File: config.mk
export PLATFORM = sky130hd
export DESIGN_NAME = cruise_pi_controller_core_flat
export DESIGN_NICKNAME = d
export VERILOG_FILES = /design/src/hw/rtl/cpc_pkg.sv /design/src/hw/rtl/cpc_if.sv /design/src/hw/rtl/cpc_pi_step.sv /design/src/hw/rtl/cruise_pi_controller_core.sv /design/src/flat_wrapper.sv
export SDC_FILE = /design/constraint.sdc
export NUM_CORES = 1
export LEC_CHECK = 0
export ABC_CLOCK_PERIOD_IN_PS = 9650
export BUFFER_PORTS_ARGS = -buffer_cell sky130_fd_sc_hd__buf_2
export CAP_MARGIN = 25
export CELL_PAD_IN_SITES_DETAIL_PLACEMENT = 1
export CELL_PAD_IN_SITES_GLOBAL_PLACEMENT = 1
export CORE_MARGIN = 5
export CORE_UTILIZATION = 45
export CTS_CLUSTER_DIAMETER = 200
export DETAILED_ROUTE_END_ITERATION = 8
export PLACE_DENSITY = 0.85
export SKIP_CTS_REPAIR_TIMING = 1
export SLEW_MARGIN = 40
export SYNTH_ARGS = -nofsm -noshare
export SYNTH_HDL_FRONTEND = slang
export SYNTH_HIERARCHICAL = 1
export SYNTH_SLANG_ARGS = --single-unit
File: constraint.sdc
create_clock -name clk_i -period 9.65 [get_ports clk_i]
set_input_delay 0 -clock clk_i [delete_from_list [all_inputs] [get_ports clk_i]]
set_output_delay 0 -clock clk_i [all_outputs]
set_load 0.01 [all_outputs]
File: src/hw/rtl/cpc_pkg.sv
// Cruise PI controller package: payload, configuration and state types,
// register indexes and reset values. No dependencies.
package cpc_pkg;

  localparam int unsigned CfgIdxW = 8;

  localparam logic [CfgIdxW-1:0] REG_GAIN_PROP    = 8'd0;
  localparam logic [CfgIdxW-1:0] REG_GAIN_INTEG   = 8'd1;
  localparam logic [CfgIdxW-1:0] REG_ENGAGE_MIN   = 8'd2;
  localparam logic [CfgIdxW-1:0] REG_GAS_THROTTLE = 8'd3;

  localparam logic [3:0] GAIN_PROP_RST    = 4'd5;
  localparam logic [3:0] GAIN_INTEG_RST   = 4'd1;
  localparam logic [7:0] ENGAGE_MIN_RST   = 8'd20;
  localparam logic [7:0] GAS_THROTTLE_RST = 8'd60;

  typedef struct packed {
    logic        [3:0]  gain_prop;
    logic        [3:0]  gain_integ;
    logic        [7:0]  engage_min_speed;
    logic        [7:0]  gas_throttle;
  } cfg_t;

  typedef struct packed {
    logic signed [15:0] speed_now;
    logic               gas_pressed;
    logic               top_gear_on;
    logic               cruise_pressed;
  } item_t;

  typedef struct packed {
    logic        [7:0]  throttle_cmd;
    logic               regulating;
    logic signed [15:0] target_shown;
    logic               request_latched;
  } result_t;

  typedef struct packed {
    logic               request_flag;
    logic               capture_pending;
    logic signed [15:0] target_speed;
    logic signed [15:0] error_sum;
    logic        [7:0]  throttle_hold;
    logic               indicator_flag;
  } ctrl_state_t;

endpackage

File: src/hw/rtl/cpc_if.sv
// Handshake channels of the cruise PI controller: input item, result and
// configuration write. Depends on cpc_pkg.
interface cpc_item_if;
  logic               valid;
  logic               ready;
  logic signed [15:0] speed_now;
  logic               gas_pressed;
  logic               top_gear_on;
  logic               cruise_pressed;

  modport source (output valid, speed_now, gas_pressed, top_gear_on, cruise_pressed,
                  input ready);
  modport sink   (input valid, speed_now, gas_pressed, top_gear_on, cruise_pressed,
                  output ready);
endinterface

interface cpc_result_if;
  logic               valid;
  logic               ready;
  logic        [7:0]  throttle_cmd;
  logic               regulating;
  logic signed [15:0] target_shown;
  logic               request_latched;

  modport source (output valid, throttle_cmd, regulating, target_shown, request_latched,
                  input ready);
  modport sink   (input valid, throttle_cmd, regulating, target_shown, request_latched,
                  output ready);
endinterface

interface cpc_cfg_if;
  logic                           valid;
  logic                           ready;
  logic [cpc_pkg::CfgIdxW-1:0]    index;
  logic [7:0]                     data;

  modport source (output valid, index, data, input ready);
  modport sink   (input valid, index, data, output ready);
endinterface

File: src/hw/rtl/cpc_pi_step.sv
// One control tick: request latch, gas override, target capture and PI
// update with saturation. Purely combinational. Depends on cpc_pkg.
module cpc_pi_step (
  input  cpc_pkg::cfg_t        cfg_i,
  input  cpc_pkg::ctrl_state_t state_i,
  input  cpc_pkg::item_t       item_i,
  output cpc_pkg::ctrl_state_t state_o,
  output cpc_pkg::result_t     result_o
);
  import cpc_pkg::*;

  logic               req;
  logic               engage;
  logic signed [16:0] speed_x;
  logic signed [16:0] min_x;
  logic signed [15:0] tgt;
  logic signed [16:0] err;
  logic signed [17:0] sum_wide;
  logic signed [15:0] sum_sat;
  logic signed [4:0]  gp_s;
  logic signed [4:0]  gi_s;
  logic signed [21:0] prod_p;
  logic signed [20:0] prod_i;
  logic signed [22:0] drive;
  logic        [7:0]  drive_clamp;

  assign req     = state_i.request_flag | item_i.cruise_pressed;
  assign speed_x = {item_i.speed_now[15], item_i.speed_now};
  assign min_x   = {9'b0, cfg_i.engage_min_speed};
  assign engage  = (speed_x >= min_x) && item_i.top_gear_on;

  assign tgt      = state_i.capture_pending ? item_i.speed_now : state_i.target_speed;
  assign err      = {tgt[15], tgt} - speed_x;
  assign sum_wide = {{2{state_i.error_sum[15]}}, state_i.error_sum} + {err[16], err};

  always_comb begin
    if (sum_wide[17:15] == 3'b000 || sum_wide[17:15] == 3'b111) begin
      sum_sat = sum_wide[15:0];
    end else if (sum_wide[17]) begin
      sum_sat = 16'sh8000;
    end else begin
      sum_sat = 16'sh7fff;
    end
  end

  assign gp_s   = {1'b0, cfg_i.gain_prop};
  assign gi_s   = {1'b0, cfg_i.gain_integ};
  assign prod_p = gp_s * err;
  assign prod_i = gi_s * sum_sat;
  assign drive  = {prod_p[21], prod_p} + {{2{prod_i[20]}}, prod_i};

  always_comb begin
    if (drive[22]) begin
      drive_clamp = 8'd0;
    end else if (|drive[21:8]) begin
      drive_clamp = 8'hff;
    end else begin
      drive_clamp = drive[7:0];
    end
  end

  always_comb begin
    state_o = state_i;
    if (item_i.gas_pressed) begin
      state_o.throttle_hold = cfg_i.gas_throttle;
      state_o.request_flag  = 1'b0;
    end else if (req) begin
      if (engage) begin
        state_o.request_flag    = 1'b1;
        state_o.capture_pending = 1'b0;
        state_o.target_speed    = tgt;
        state_o.indicator_flag  = 1'b1;
        state_o.error_sum       = sum_sat;
        state_o.throttle_hold   = drive_clamp;
      end else begin
        state_o.request_flag = 1'b0;
        state_o.target_speed = '0;
      end
    end else begin
      state_o.request_flag    = 1'b0;
      state_o.indicator_flag  = 1'b0;
      state_o.capture_pending = 1'b1;
      state_o.throttle_hold   = '0;
      state_o.target_speed    = '0;
    end
  end

  assign result_o.throttle_cmd    = state_o.throttle_hold;
  assign result_o.regulating      = state_o.indicator_flag;
  assign result_o.target_shown    = state_o.target_speed;
  assign result_o.request_latched = state_o.request_flag;

endmodule

File: src/hw/rtl/cruise_pi_controller_core.sv
// Cruise PI controller top level: input register, control state, result
// register and configuration registers. Depends on cpc_pkg, cpc_if, cpc_pi_step.
//
//   channel | dir | beat
//   in_i    | in  | speed_now, gas_pressed, top_gear_on, cruise_pressed
//   out_o   | out | throttle_cmd, regulating, target_shown, request_latched
//   cfg_i   | in  | index, data (always ready)
//
// A beat is held in the input register, then the control logic updates the
// state and loads the result register: one beat per cycle while the output
// is not stalled, result valid once loaded. A stalled result holds the input
// register; a new beat is taken whenever the input register empties that
// cycle. Reset empties both registers, resets the state and loads the
// default gains and limits.
module cruise_pi_controller_core (
  input logic          clk_i,
  input logic          rst_ni,
  cpc_item_if.sink     in_i,
  cpc_result_if.source out_o,
  cpc_cfg_if.sink      cfg_i
);
  import cpc_pkg::*;

  cfg_t        cfg_q;
  ctrl_state_t state_q;
  ctrl_state_t state_d;
  item_t       item_q;
  logic        item_vld_q;
  result_t     res_q;
  result_t     res_d;
  logic        res_vld_q;
  logic        res_free;
  logic        advance;

  assign res_free   = !res_vld_q || out_o.ready;
  assign advance    = item_vld_q && res_free;
  assign in_i.ready = !item_vld_q || advance;
  assign cfg_i.ready = 1'b1;

  cpc_pi_step u_step (
    .cfg_i    (cfg_q),
    .state_i  (state_q),
    .item_i   (item_q),
    .state_o  (state_d),
    .result_o (res_d)
  );

  always_ff @(posedge clk_i or negedge rst_ni) begin
    if (!rst_ni) begin
      cfg_q.gain_prop        <= GAIN_PROP_RST;
      cfg_q.gain_integ       <= GAIN_INTEG_RST;
      cfg_q.engage_min_speed <= ENGAGE_MIN_RST;
      cfg_q.gas_throttle     <= GAS_THROTTLE_RST;
    end else if (cfg_i.valid) begin
      case (cfg_i.index)
        REG_GAIN_PROP:    cfg_q.gain_prop        <= cfg_i.data[3:0];
        REG_GAIN_INTEG:   cfg_q.gain_integ       <= cfg_i.data[3:0];
        REG_ENGAGE_MIN:   cfg_q.engage_min_speed <= cfg_i.data;
        REG_GAS_THROTTLE: cfg_q.gas_throttle     <= cfg_i.data;
        default: ;
      endcase
    end
  end

  always_ff @(posedge clk_i or negedge rst_ni) begin
    if (!rst_ni) begin
      state_q.request_flag    <= 1'b0;
      state_q.capture_pending <= 1'b1;
      state_q.target_speed    <= '0;
      state_q.error_sum       <= '0;
      state_q.throttle_hold   <= '0;
      state_q.indicator_flag  <= 1'b0;
    end else if (advance) begin
      state_q <= state_d;
    end
  end

  always_ff @(posedge clk_i or negedge rst_ni) begin
    if (!rst_ni) begin
      item_vld_q <= 1'b0;
      res_vld_q  <= 1'b0;
    end else begin
      if (in_i.ready) begin
        item_vld_q <= in_i.valid;
      end
      if (res_free) begin
        res_vld_q <= advance;
      end
    end
  end

  always_ff @(posedge clk_i) begin
    if (in_i.valid && in_i.ready) begin
      item_q.speed_now      <= in_i.speed_now;
      item_q.gas_pressed    <= in_i.gas_pressed;
      item_q.top_gear_on    <= in_i.top_gear_on;
      item_q.cruise_pressed <= in_i.cruise_pressed;
    end
    if (advance) begin
      res_q <= res_d;
    end
  end

  assign out_o.valid           = res_vld_q;
  assign out_o.throttle_cmd    = res_q.throttle_cmd;
  assign out_o.regulating      = res_q.regulating;
  assign out_o.target_shown    = res_q.target_shown;
  assign out_o.request_latched = res_q.request_latched;

endmodule
File: src/flat_wrapper.sv
// flat-port wrapper written by rule: the top's interface ports become plain ports
module cruise_pi_controller_core_flat import cpc_pkg::*;
  (clk_i, rst_ni, in_i_valid, in_i_speed_now, in_i_gas_pressed, in_i_top_gear_on, in_i_cruise_pressed, in_i_ready, out_o_valid, out_o_throttle_cmd, out_o_regulating, out_o_target_shown, out_o_request_latched, out_o_ready, cfg_i_valid, cfg_i_index, cfg_i_data, cfg_i_ready);
  cpc_item_if in_i_i ();
  cpc_result_if out_o_i ();
  cpc_cfg_if cfg_i_i ();
  input logic clk_i;
  input logic rst_ni;
  input wire logic [$bits(in_i_i.valid)-1:0] in_i_valid;
  input wire logic [$bits(in_i_i.speed_now)-1:0] in_i_speed_now;
  input wire logic [$bits(in_i_i.gas_pressed)-1:0] in_i_gas_pressed;
  input wire logic [$bits(in_i_i.top_gear_on)-1:0] in_i_top_gear_on;
  input wire logic [$bits(in_i_i.cruise_pressed)-1:0] in_i_cruise_pressed;
  output wire logic [$bits(in_i_i.ready)-1:0] in_i_ready;
  output wire logic [$bits(out_o_i.valid)-1:0] out_o_valid;
  output wire logic [$bits(out_o_i.throttle_cmd)-1:0] out_o_throttle_cmd;
  output wire logic [$bits(out_o_i.regulating)-1:0] out_o_regulating;
  output wire logic [$bits(out_o_i.target_shown)-1:0] out_o_target_shown;
  output wire logic [$bits(out_o_i.request_latched)-1:0] out_o_request_latched;
  input wire logic [$bits(out_o_i.ready)-1:0] out_o_ready;
  input wire logic [$bits(cfg_i_i.valid)-1:0] cfg_i_valid;
  input wire logic [$bits(cfg_i_i.index)-1:0] cfg_i_index;
  input wire logic [$bits(cfg_i_i.data)-1:0] cfg_i_data;
  output wire logic [$bits(cfg_i_i.ready)-1:0] cfg_i_ready;
  assign in_i_i.valid = in_i_valid;
  assign in_i_i.speed_now = in_i_speed_now;
  assign in_i_i.gas_pressed = in_i_gas_pressed;
  assign in_i_i.top_gear_on = in_i_top_gear_on;
  assign in_i_i.cruise_pressed = in_i_cruise_pressed;
  assign in_i_ready = in_i_i.ready;
  assign out_o_valid = out_o_i.valid;
  assign out_o_throttle_cmd = out_o_i.throttle_cmd;
  assign out_o_regulating = out_o_i.regulating;
  assign out_o_target_shown = out_o_i.target_shown;
  assign out_o_request_latched = out_o_i.request_latched;
  assign out_o_i.ready = out_o_ready;
  assign cfg_i_i.valid = cfg_i_valid;
  assign cfg_i_i.index = cfg_i_index;
  assign cfg_i_i.data = cfg_i_data;
  assign cfg_i_ready = cfg_i_i.ready;
  cruise_pi_controller_core u_core (.clk_i(clk_i), .rst_ni(rst_ni), .in_i(in_i_i), .out_o(out_o_i), .cfg_i(cfg_i_i));
endmodule
* Word-level counts from Yosys, hierarchy flattened
Index checks and enable logic that the tools add are counted.
** Storage, ports and cells
- Bits in registers :: 114
- Output and inout port bits :: 29
- Input port bits :: 40
- Logic and storage cells :: 66
** Operators by class
- Add/sub/neg operators :: 3
- Bitwise logic cells :: 2
- Muxes and demuxes :: 16
- $lt $le $gt $ge :: 1
- $mul :: 2
- Equality and inequality tests :: 5
- Reductions and logical operators :: 17
** Operator list (number)
- $mux W16 :: 5
- $mux W32 :: 1
- $mux W25 :: 1
- $mux W8 :: 3
- $add A22 B21 Y23 :: 1
- $mul A5 B17 Y22 :: 1
- $mul A5 B16 Y21 :: 1
- $add A16 B17 Y18 :: 1
- $mux W18 :: 1
- $sub A16 B16 Y17 :: 1
- $eq A8 B2 Y1 const B :: 2
- $ge A16 B9 Y1 :: 1
- $reduce_or A14 Y1 :: 1
- $mux W9 :: 1
- $eq A8 B1 Y1 const B :: 1
- $logic_not A8 Y1 :: 1
- $reduce_and A2 Y1 :: 4
- $mux W1 :: 4
- $reduce_and A4 Y1 :: 1
- $eq A3 B3 Y1 const B :: 1
- $logic_and A1 B1 Y1 :: 3
- $logic_not A3 Y1 :: 1
- $logic_or A1 B1 Y1 :: 3
- $reduce_and A3 Y1 :: 1
- other kinds (4) :: 5

* Longest topological paths before layout
Gate-level depths: netlist of run 1.
- Depth after elaboration :: 14
- Mapped depth :: 46

* Hierarchy
Netlist of run 1, hierarchy kept.
** By module, submodules not included
- cpc_pi_step :: instances 1, cells an instance 1042, seq. area each 0.0 um^2, area an instance 8186.6 um^2
- cruise_pi_controller_core :: instances 1, cells an instance 200, seq. area each 3090.5 um^2, area an instance 3998.8 um^2

* Worst setup path before layout of run 1
Ideal clock, no wire load.
- Kind :: flip-flop to flip-flop
- From :: register u_core/state_q[41] in the netlist's numbering
- To :: register u_core/state_q[4] in the netlist's numbering
- Data arrival time :: 10.172 ns
- Setup slack :: -0.647 ns
- Stages on the path, launching flop included :: 41
- Setup time :: 0.125 ns
- Cell sequence :: dfstp_2 clkbuf_1 buf_1 mux2_2 ha_1 a21o_1 or3_1 o211a_1 o31ai_1 a21boi_0 ha_1 a21oi_1 o21bai_1 a21oi_1 o21bai_1 a221oi_2 xnor2_1 o21a_1 [5 not listed] inv_1 fa_1 fa_1 inv_1 fa_1 ha_1 buf_6 a21o_1 a21oi_2 or3b_1 or3_4 a21o_1 a211oi_2 nand4_2 nor4_2 o21ai_1 buf_4 mux2_2
** RTL lines
- start: declaration :: RTL line cruise_pi_controller_core.sv:25 : ctrl_state_t state_q;
- start signal: assignment :: RTL line cruise_pi_controller_core.sv:74 : state_q <= state_d;

==> metrics, run 1 <==
status=complete, but fails checks; failing checks=negative setup slack; Buf+Inv Stages, Crit Path=9; num ports=69; Synth Flop Type=dfrtp_1; mapped cell area=roughly 12000 µm²; sequential share of power=10.6%; Least-Margin Pin Slew=885 ps; final slew viol count=0; die height=175 µm; first drt pass iteration count=5; first-pass GRT wire length=between 70000 and 80000 µm; Final ANT Viol Nets=0; Clock transition at path regs=90 ps; Finished Cell Area=around 16000 µm²; Worst-Skew Late Latency=approximately 470 ps; fillcell total=2824; most frequent cells in the layout=buf_4 (164), inv_1 (162), fa_1 (99), nand2_1 (87), mux2_2 (78); post-route setup slack=-1090 ps; ys async rst share=60.5%; crit path time final=10740 ps; GRT overflow=0; WP depth=44; Sink Count=114; switching pwr=between 0.003 and 0.004 W; worst r2r path cells=44; Crit path arrival time=11150 ps; clk buf depth=2; largest net degree at the start of global routing=70; Post-Place Cell Area=13900 µm²; power density over the cells=389 nW/µm²; Final Hold Vio Count=0; dpl hpwl=30600 µm; drt initial violations=~1400; Vias/cell=6.76; post-synthesis sequential area ratio=25.4%; gp weighted congestion=0.919; Synth Area per Inst=9.81 µm²; CP top delay family=adder cells; H-tree levels=4; DR DRC count=0; Root Driver=clkbuf_16; Sw Ratio=51.0%; GRT Overall Usage=30.1%; Clock Skew=between 30 and 40 ps; RSZ-0062 raised after global routing=yes; slowest stage cell, crit path=fa_2; synth unique cells=90; Fmax achieved=93.1 MHz; YS warnings=6; clock share of power=a little under an eighth; Row Count=60; Starting Density=45.5%; vias post-DR=12446; I/O Buffers=67; hold path cells=3; Comb power frac=77.5%; Worst EP required=10050 ps; number of synthesized flops with an enable pin=45; Hold Slack=164 ps; WS Path Type=register to register; chip width=175 µm; final setup fails=16; initial antenna violation count=5; Layout area overhead=33.2%; cell count after synthesis=1242; post-synth net total=1498; CTS tree=done; Period Utilization, post-route=111%; peak supply drop=318 µV; share of cells above drive strength 1=39.1%; core area=roughly 27000 µm²; CTS Buf Count=17; max cap viols=0; Crit Path Max Fanout=8; Largest stage delay, worst path=620 ps; vias in the first global route=12518; DRT Wirelength=64800 µm; Net count, final=1743; Leak Pwr=7.55 nW; CP Launch Type=register; #FFs+latches synth=114; average wire per standard cell=35.2 µm; P_int=0.00309 W; crit end category=register; worst min path class=primary input to register; Max transition margin=40.8%; Die Footprint=30500 µm²; commonest non-fill, non-tap cell in the layout=buf_4
state kept, by name (all words and copies together), names as in the netlist:
signal	flops
u_core/item_q	19
u_core/item_vld_q	1
u_core/out_o.target_shown	16
u_core/out_o.valid	1
u_core/cfg_q	24
u_core/state_q	43
u_core/out_o.request_latched	1
u_core/out_o.regulating	1
u_core/out_o.throttle_cmd	8
worst reg2reg max path: cells and delay by family, from the launching register on:
kind,cells,cell delay (ps)
AOI/OAI and AO/OA,13,2360
xor gates and xnor gates,1,190
adders and majority gates,8,3160
buffers and inverters,9,1290
DFF,1,610
muxes,3,970
and+or+nand+nor,10,2130
area by class of cell:
type	count	area (µm²)	share of cell area, %
timing repair buffer	287	2220	13.7
antenna	1	2.50	0.0154
inverter	174	653	4.02
multi-input combinational	893	9220	56.8
sequential	114	3090	19.0
tap	341	427	2.63
clock inverter	15	195	1.20
clock buffer	17	425	2.62
logic make-up after synthesis:
| logic type | share of synthesized area, % |
|---|---|
| AOI/OAI and AO/OA | 12.0 |
| xor gates and xnor gates | 2.48 |
| adders and majority gates | 28.9 |
| buffers and inverters | 8.42 |
| DFF | 25.4 |
| and+or+nand+nor | 14.7 |
| other | 0.0308 |
| muxes | 8.10 |
synth_stat cells, types with 6 or more instances:
library cell	count	area (µm²)
mux2_2	85	957
a21o_1	16	120
a22o_1	14	123
nand2b_1	12	75.1
o21ai_0	46	230
buf_2	12	60.1
edfxtp_1	45	1350
nor3_1	11	55.1
nand4_1	8	50.1
a211oi_1	6	45.0
and2_1	61	382
xnor2_1	22	193
buf_4	28	210
clkbuf_1	16	60.1
nand2_1	98	368
inv_1	173	649
o211ai_1	6	45.0
dfrtp_1	59	1480
fa_1	109	2180
a31oi_1	11	68.8
dfstp_2	10	263
nor2_2	10	62.6
nand3_1	9	45.0
nor2b_1	18	113
a21oi_1	41	205
o21a_1	15	113
ha_1	107	1340
nor2_1	80	300
xor2_1	10	87.6
metrics by stage:
stage	TNS, ps	power [W]	utilization [%]	worst slack, ps	std cells
6_report	-16350	0.00631	60.6	-1090	1842
5_1_grt	-19810	0.00643	60.6	-1340	1841
4_1_cts	-19230	0.00477	54.0	-1310	1778
3_5_place_dp	-12870	0.00390	51.7	-881	1746
3_3_place_gp	-5520	0.00368	51.7	-386	1746
2_1_floorplan	0	0.00253	-	8.71	1242
metal layers:
metal,global-route usage (%),share of wire [%]
met5,0,0.063
met2,53.9,47
met1,32.6,31
met3,6.24,9.9
met4,18.2,12
power by group through the flow:
stage	Clock [W]	Combinational (W)	Sequential, W
3_5_place_dp	0	0.00324	0.000656
6_report	0.000749	0.00489	0.000668
4_1_cts	0.000711	0.00341	0.000653
3_3_place_gp	0	0.00304	0.000647
2_1_floorplan	0	0.00190	0.000633
5_1_grt	0.000770	0.00499	0.000672
path summary, 6_finish.rpt:
check	from	to	slack (ps)
worst max-delay path	u_core/state_q[41]	u_core/state_q[3]	-1090
min in group asynchronous	rst_ni	u_core/state_q[2]	220
worst min register to register	u_core/state_q[4]	u_core/state_q[4]	520
worst min-delay path	cfg_i_index[1]	u_core/cfg_q[1]	160
max in group asynchronous	rst_ni	u_core/state_q[21]	8850
worst max register to register	u_core/state_q[41]	u_core/state_q[3]	-1090
(Power assumes the default switching activity.)
==> run 2, diff against run 1 <==
--- a/config.mk
+++ b/config.mk
@@ -6,7 +6,6 @@
 export NUM_CORES = 1
 export LEC_CHECK = 0
 export ABC_CLOCK_PERIOD_IN_PS = 9650
-export BUFFER_PORTS_ARGS = -buffer_cell sky130_fd_sc_hd__buf_2
 export CAP_MARGIN = 25
 export CELL_PAD_IN_SITES_DETAIL_PLACEMENT = 1
 export CELL_PAD_IN_SITES_GLOBAL_PLACEMENT = 1
@@ -14,7 +13,8 @@
 export CORE_UTILIZATION = 45
 export CTS_CLUSTER_DIAMETER = 200
 export DETAILED_ROUTE_END_ITERATION = 8
-export PLACE_DENSITY = 0.85
+export DONT_BUFFER_PORTS = 1
+export PLACE_DENSITY = 0.82
 export SKIP_CTS_REPAIR_TIMING = 1
 export SLEW_MARGIN = 40
 export SYNTH_ARGS = -nofsm -noshare
==> run 2 against run 1 <==
The flow still finishes with violations (negative setup slack); register-to-register slack gained 370 ps; critical path depth shrank 5; combinational power shrank 8.0%; sequential share of layout area grew 0.77 points; clock skew shrank 17 ps; maximum frequency grew 3.5%; global-route usage shrank 5.0 points; sequential power is essentially flat; final cell count shrank 3.1%; critical path type unchanged; largest power group unchanged.
==> metrics, run 2 (synthesized netlist as in run 1, its figures left out) <==
status=complete, but fails checks; failing checks=negative setup slack; vias post-DR=11176 (-10%); drt initial violations=881 (-36%); worst min path class=primary input to register; RSZ-0062 raised after global routing=yes; worst r2r path cells=39 (-11%); Layout area overhead=28.0%; max reg flops=43 (unchanged); Net count, final=1687 (-3.2%); Worst R2R Start=u_core/state_q[41]; Max transition margin=47.4% (+6.6 points); commonest non-fill, non-tap cell in the layout=buf_4; ANT cells=0 (-1); CTS Buf Count=17 (unchanged); Die Footprint=30500 µm² (unchanged); slowest stage cell, crit path=fa_1; Final Hold Vio Count=0 (unchanged); num ports=69 (unchanged); Worst path most repeated cell=fa_1; core area=26800 µm² (unchanged); Largest stage delay, worst path=630 ps (about the same); final setup fails=16 (unchanged); GRT Overall Usage=25.1% (-5.0 points); Row Count=60 (unchanged); H-tree levels=4 (unchanged); Period Utilization, post-route=108% (-3.8 points); first-pass GRT wire length=60400 µm (-16%); fillcell total=2845 (+0.74%); Finished Cell Area=15600 µm² (-3.9%); die height=175 µm (unchanged); Post-Route Setup TNS=-9610 ps (+6750 ps); power density over the cells=371 nW/µm² (-4.4%); I/O Buffers=0 (-100%); final slew viol count=0 (unchanged); peak supply drop=240 µV (-24%); Starting Density=45.5% (unchanged); Largest regs=u_core/state_q x43, u_core/cfg_q x24, u_core/item_q x19; Fmax achieved=96.4 MHz (+3.5%); Sink Count=114 (unchanged); CTS tree=done; vias in the first global route=11323 (-9.5%); most frequent cells in the layout=buf_4 (182), inv_1 (168), fa_1 (107), nand2_1 (92), mux2_2 (81); register with the most flip-flops=u_core/state_q; Worst-Skew Late Latency=440 ps (-30 ps); hold path cells=2 (-1); dpl hpwl=28700 µm (-6.2%); Hold Slack=16.9 ps (-147 ps); Leak Pwr=7.24 nW (-4.0%); WS Path Type=register to register; post-route setup slack=-727 ps (+367 ps); max cap viols=0 (unchanged); Vias/cell=6.26 (-7.3%); average wire per standard cell=28.4 µm (-19%); share of cells above drive strength 1=32.5% (-6.6 points); Pwr Total=0.00579 W (-8.2%); Root Driver=clkbuf_16; crit end category=register; chip width=175 µm (unchanged); Post-Place Cell Area=13600 µm² (-2.1%); DRT Wirelength=50800 µm (-22%); CP Launch Type=register; Final ANT Viol Nets=0 (unchanged); Clock Skew=17.1 ps (-16.5 ps); largest net degree at the start of global routing=70 (unchanged); clk buf depth=2 (unchanged); initial antenna violation count=0 (-5); Hold Crit Start=cfg_i_index[1]; GRT overflow=0 (unchanged); Critical path origin=u_core/state_q[41]; Worst EP required=9970 ps (-80 ps); Least-Margin Pin Slew=784 ps (-101 ps); DR DRC count=0 (unchanged); Clock transition at path regs=70 ps (-20 ps); first drt pass iteration count=5 (unchanged); Crit Path Max Fanout=12 (+4); dpl cells=1682 (-3.7%); crit path time final=10380 ps (-367 ps); gp weighted congestion=0.915 (-0.51%); Crit path arrival time=10700 ps (-450 ps); final std cells w/o fill=1785 (-3.1%)
-- run 2: per-layer routing --
| metal | GRT usage, % | up-vias | share of wire (%) |
|---|---|---|---|
| met1 | 29.2 | 5659 | 35 |
| met2 | 44.9 | 673 | 51 |
| met4 | 10.2 | 0 | 7.7 |
| met3 | 5.35 | 278 | 6.5 |
| li1 | - | 4566 | - |
| met5 | 0 | - | 0 |
-- run 2: power breakdown --
group / switching, W / internal, W / leakage [nW]
sequential: 0.0000831 / 0.000585 / 1.33
clock: 0.000288 / 0.000333 / 0.256
combinational: 0.00244 / 0.00206 / 5.65
total: 0.00281 / 0.00298 / 7.24
-- run 2: worst paths after layout --
check                               endpoint  slack, ps
hold reg to reg              u_core/cfg_q[7]        520
min in group asynchronous   u_core/cfg_q[11]        150
setup / recovery           u_core/state_q[4]       -730
hold / removal               u_core/cfg_q[9]         20
max in group asynchronous   u_core/cfg_q[20]       9160
setup reg to reg           u_core/state_q[4]       -730
-- run 2: area by class of cell --
type / instances / area (µm²) / area share, %
flip-flops and latches: 114 / 3090 / 19.8
clock inverters: 13 / 105 / 0.674
well taps: 341 / 427 / 2.73
multi-input cells: 893 / 8940 / 57.3
clock buffers: 19 / 433 / 2.77
inverters: 174 / 653 / 4.19
repair buffers: 231 / 1960 / 12.5
-- run 2: through the flow --
stage          worst slack, ps  util [%]
6_report                  -727      58.2
5_1_grt                   -946      58.2
4_1_cts                  -1160      52.6
3_5_place_dp              -923      50.6
3_3_place_gp              -588      50.6
2_1_floorplan             8.71         -
-- run 2: critical path, delay by kind of cell, from the launching register on --
family | cells | cell delay, ps
AOI/OAI and AO/OA | 13 | 3120
adders and majority gates | 8 | 3390
muxes | 2 | 660
DFF | 1 | 550
buffers and inverters | 7 | 1020
xor gates and xnor gates | 3 | 550
and+or+nand+nor | 6 | 950
==> run 3, diff against run 2 <==
--- a/config.mk
+++ b/config.mk
@@ -15,7 +15,6 @@
 export DETAILED_ROUTE_END_ITERATION = 8
 export DONT_BUFFER_PORTS = 1
 export PLACE_DENSITY = 0.82
-export SKIP_CTS_REPAIR_TIMING = 1
 export SLEW_MARGIN = 40
 export SYNTH_ARGS = -nofsm -noshare
 export SYNTH_HDL_FRONTEND = slang
==> run 3 against run 2 <==
The flow finishes with violations (negative hold slack, negative setup slack); register-to-register slack got worse by 1200 ps; total power increased by 10%; critical path type unchanged; first-iteration DRC count increased by 68%; cell area increased by 2.9%; worst setup slack got worse by 1200 ps; maximum frequency decreased by 10%; die area unchanged; wire length increased by 21%; final cell count increased by 1.1%; sequential share of layout area decreased by 0.56 points.
==> metrics, run 3 (synthesized netlist as in run 1, its figures left out) <==
status=complete, but fails checks; failing checks=negative hold slack, negative setup slack; final setup fails=16 (unchanged); Post-Place Cell Area=13600 µm² (unchanged); Largest stage delay, worst path=650 ps (+20 ps); chip width=175 µm (unchanged); first-pass GRT wire length=77600 µm (+29%); GRT overflow=0 (unchanged); core area=26800 µm² (unchanged); commonest non-fill, non-tap cell in the layout=buf_4; vias in the first global route=12882 (+14%); peak supply drop=238 µV (-0.98%); Crit Path Max Fanout=9 (-3); dpl hpwl=28700 µm (unchanged); Final Hold Vio Count=2 (+2); worst min path class=primary input to register; Worst-Skew Late Latency=460 ps (+20 ps); DRT Wirelength=61400 µm (+21%); Max transition margin=25.4% (-22 points); WS Path Type=register to register; crit path time final=11590 ps (+1210 ps); CTS Buf Count=17 (unchanged); average wire per standard cell=34.0 µm (+20%); share of cells above drive strength 1=36.1% (+3.5 points); clk buf depth=2 (unchanged); largest net degree at the start of global routing=70 (unchanged); H-tree levels=4 (unchanged); Starting Density=45.5% (unchanged); Vias/cell=6.68 (+6.7%); die height=175 µm (unchanged); Worst path most repeated cell=fa_1; crit end category=register; Sink Count=114 (unchanged); I/O Buffers=0 (unchanged); met3 usage=7.00% (+1.7 points); most frequent cells in the layout=buf_4 (193), inv_1 (159), fa_1 (97), nand2_1 (91), mux2_2 (77); first drt pass iteration count=7 (+2); post-route setup slack=-1940 ps (-1210 ps); DR DRC count=0 (unchanged); Root Driver=clkbuf_16; Fmax achieved=86.3 MHz (-10%); vias post-DR=12062 (+7.9%); Finished Cell Area=16100 µm² (+2.9%); drt initial violations=1484 (+68%); Clock transition at path regs=70 ps (about the same); met1 usage=35.8% (+6.5 points); initial antenna violation count=3 (+3); Clock Skew=25.8 ps (+8.68 ps); slowest stage cell, crit path=nor2_1; final slew viol count=0 (unchanged); Layout area overhead=31.8%; CTS tree=done; num ports=69 (unchanged); Worst EP required=9990 ps (+20 ps); Period Utilization, post-route=120% (+13 points); max reg flops=43 (unchanged); max cap viols=0 (unchanged); RSZ-0062 raised after global routing=yes; gp weighted congestion=0.915 (unchanged); Hold Slack=-9.98 ps (-26.9 ps); CP Launch Type=register; Least-Margin Pin Slew=1110 ps (+323 ps); met2 Use GR=58.5% (+14 points); Net count, final=1706 (+1.1%); Crit path arrival time=11930 ps (+1230 ps); register with the most flip-flops=u_core/state_q; Largest regs=u_core/state_q x43, u_core/cfg_q x24, u_core/item_q x19; utilization after layout=59.9% (+1.7 points); Row Count=60 (unchanged); Die Footprint=30500 µm² (unchanged); power density over the cells=397 nW/µm² (+7.0%); GRT Overall Usage=33.3% (+8.2 points); Final ANT Viol Nets=0 (unchanged); Leak Pwr=7.34 nW (+1.4%); GR peak layer=met2
[run 3: cell types whose count changed in the layout (fill, tap and decap cells not counted), sizes merged]
cell,before,now
diode,0,1
dlygate4sd3,31,34
buf,199,216
clkbuf,20,19
[run 3: report_power, final]
part | internal (W) | switching, W
logic | 0.00227 | 0.00280
registers | 0.000585 | 0.0000923
clock network | 0.000333 | 0.000294
total | 0.00319 | 0.00319
[run 3: path summary, 6_finish.rpt]
kind | end | slack [ps] | cells after the start | start
setup / recovery | u_core/state_q[5] | -1940 | 44 | u_core/state_q[41]
hold / removal | u_core/cfg_q[18] | -10 | 2 | cfg_i_index[0]
setup reg to reg | u_core/state_q[5] | -1940 | 44 | u_core/state_q[41]
hold reg to reg | u_core/cfg_q[14] | 530 | 1 | u_core/cfg_q[14]
max in group asynchronous | u_core/cfg_q[20] | 9160 | 2 | rst_ni
min in group asynchronous | u_core/state_q[29] | 140 | 2 | rst_ni
[run 3: critical path: cells and delay by family (launching register included)]
family	cells	cell delay (ps)
AOI/OAI and AO/OA	13	3400
xor gates and xnor gates	2	400
adders and majority gates	8	3230
buffers and inverters	10	1340
DFF	1	560
muxes	2	690
and+or+nand+nor	9	1820
[run 3: through the flow]
step	std cells	setup WS, ps	total power [W]	TNS (ps)	hold slack (ps)
finish	1805	-1940	0.00638	-29750	-9.98
global placement	1682	-588	0.00374	-6200	-292
detailed placement	1682	-923	0.00390	-12050	-293
floorplan	1242	8.71	0.00253	0	-296
global route	1805	-2030	0.00650	-31310	-24.8
CTS	1777	-199	0.00526	-1900	0.580
[run 3: layout make-up]
class	count	area, µm²
Fill cell	2820	10700
Multi-Input combinational cell	893	9240
Sequential cell	114	3090
Timing Repair Buffer	250	2110
Inverter	174	653
Clock buffer	19	433
Tap cell	341	427
Clock inverter	13	105
Antenna cell	1	2.50
[run 3: repair_timing]
item                                    4_1_cts  5_1_grt
setup buffers                                27       27
gates resized for setup                     111      110
pin swaps                                    94       80
cloned                                        1        1
hold endpoints to repair                    114        0
endpoints found under the setup margin       16       16
hold buffers                                 35        0
[run 3: layer usage]
layer	routed length, µm	share of wire (%)
met3	5170	8.4
met5	25	0.041
met2	28800	47
met1	20000	33
met4	7350	12
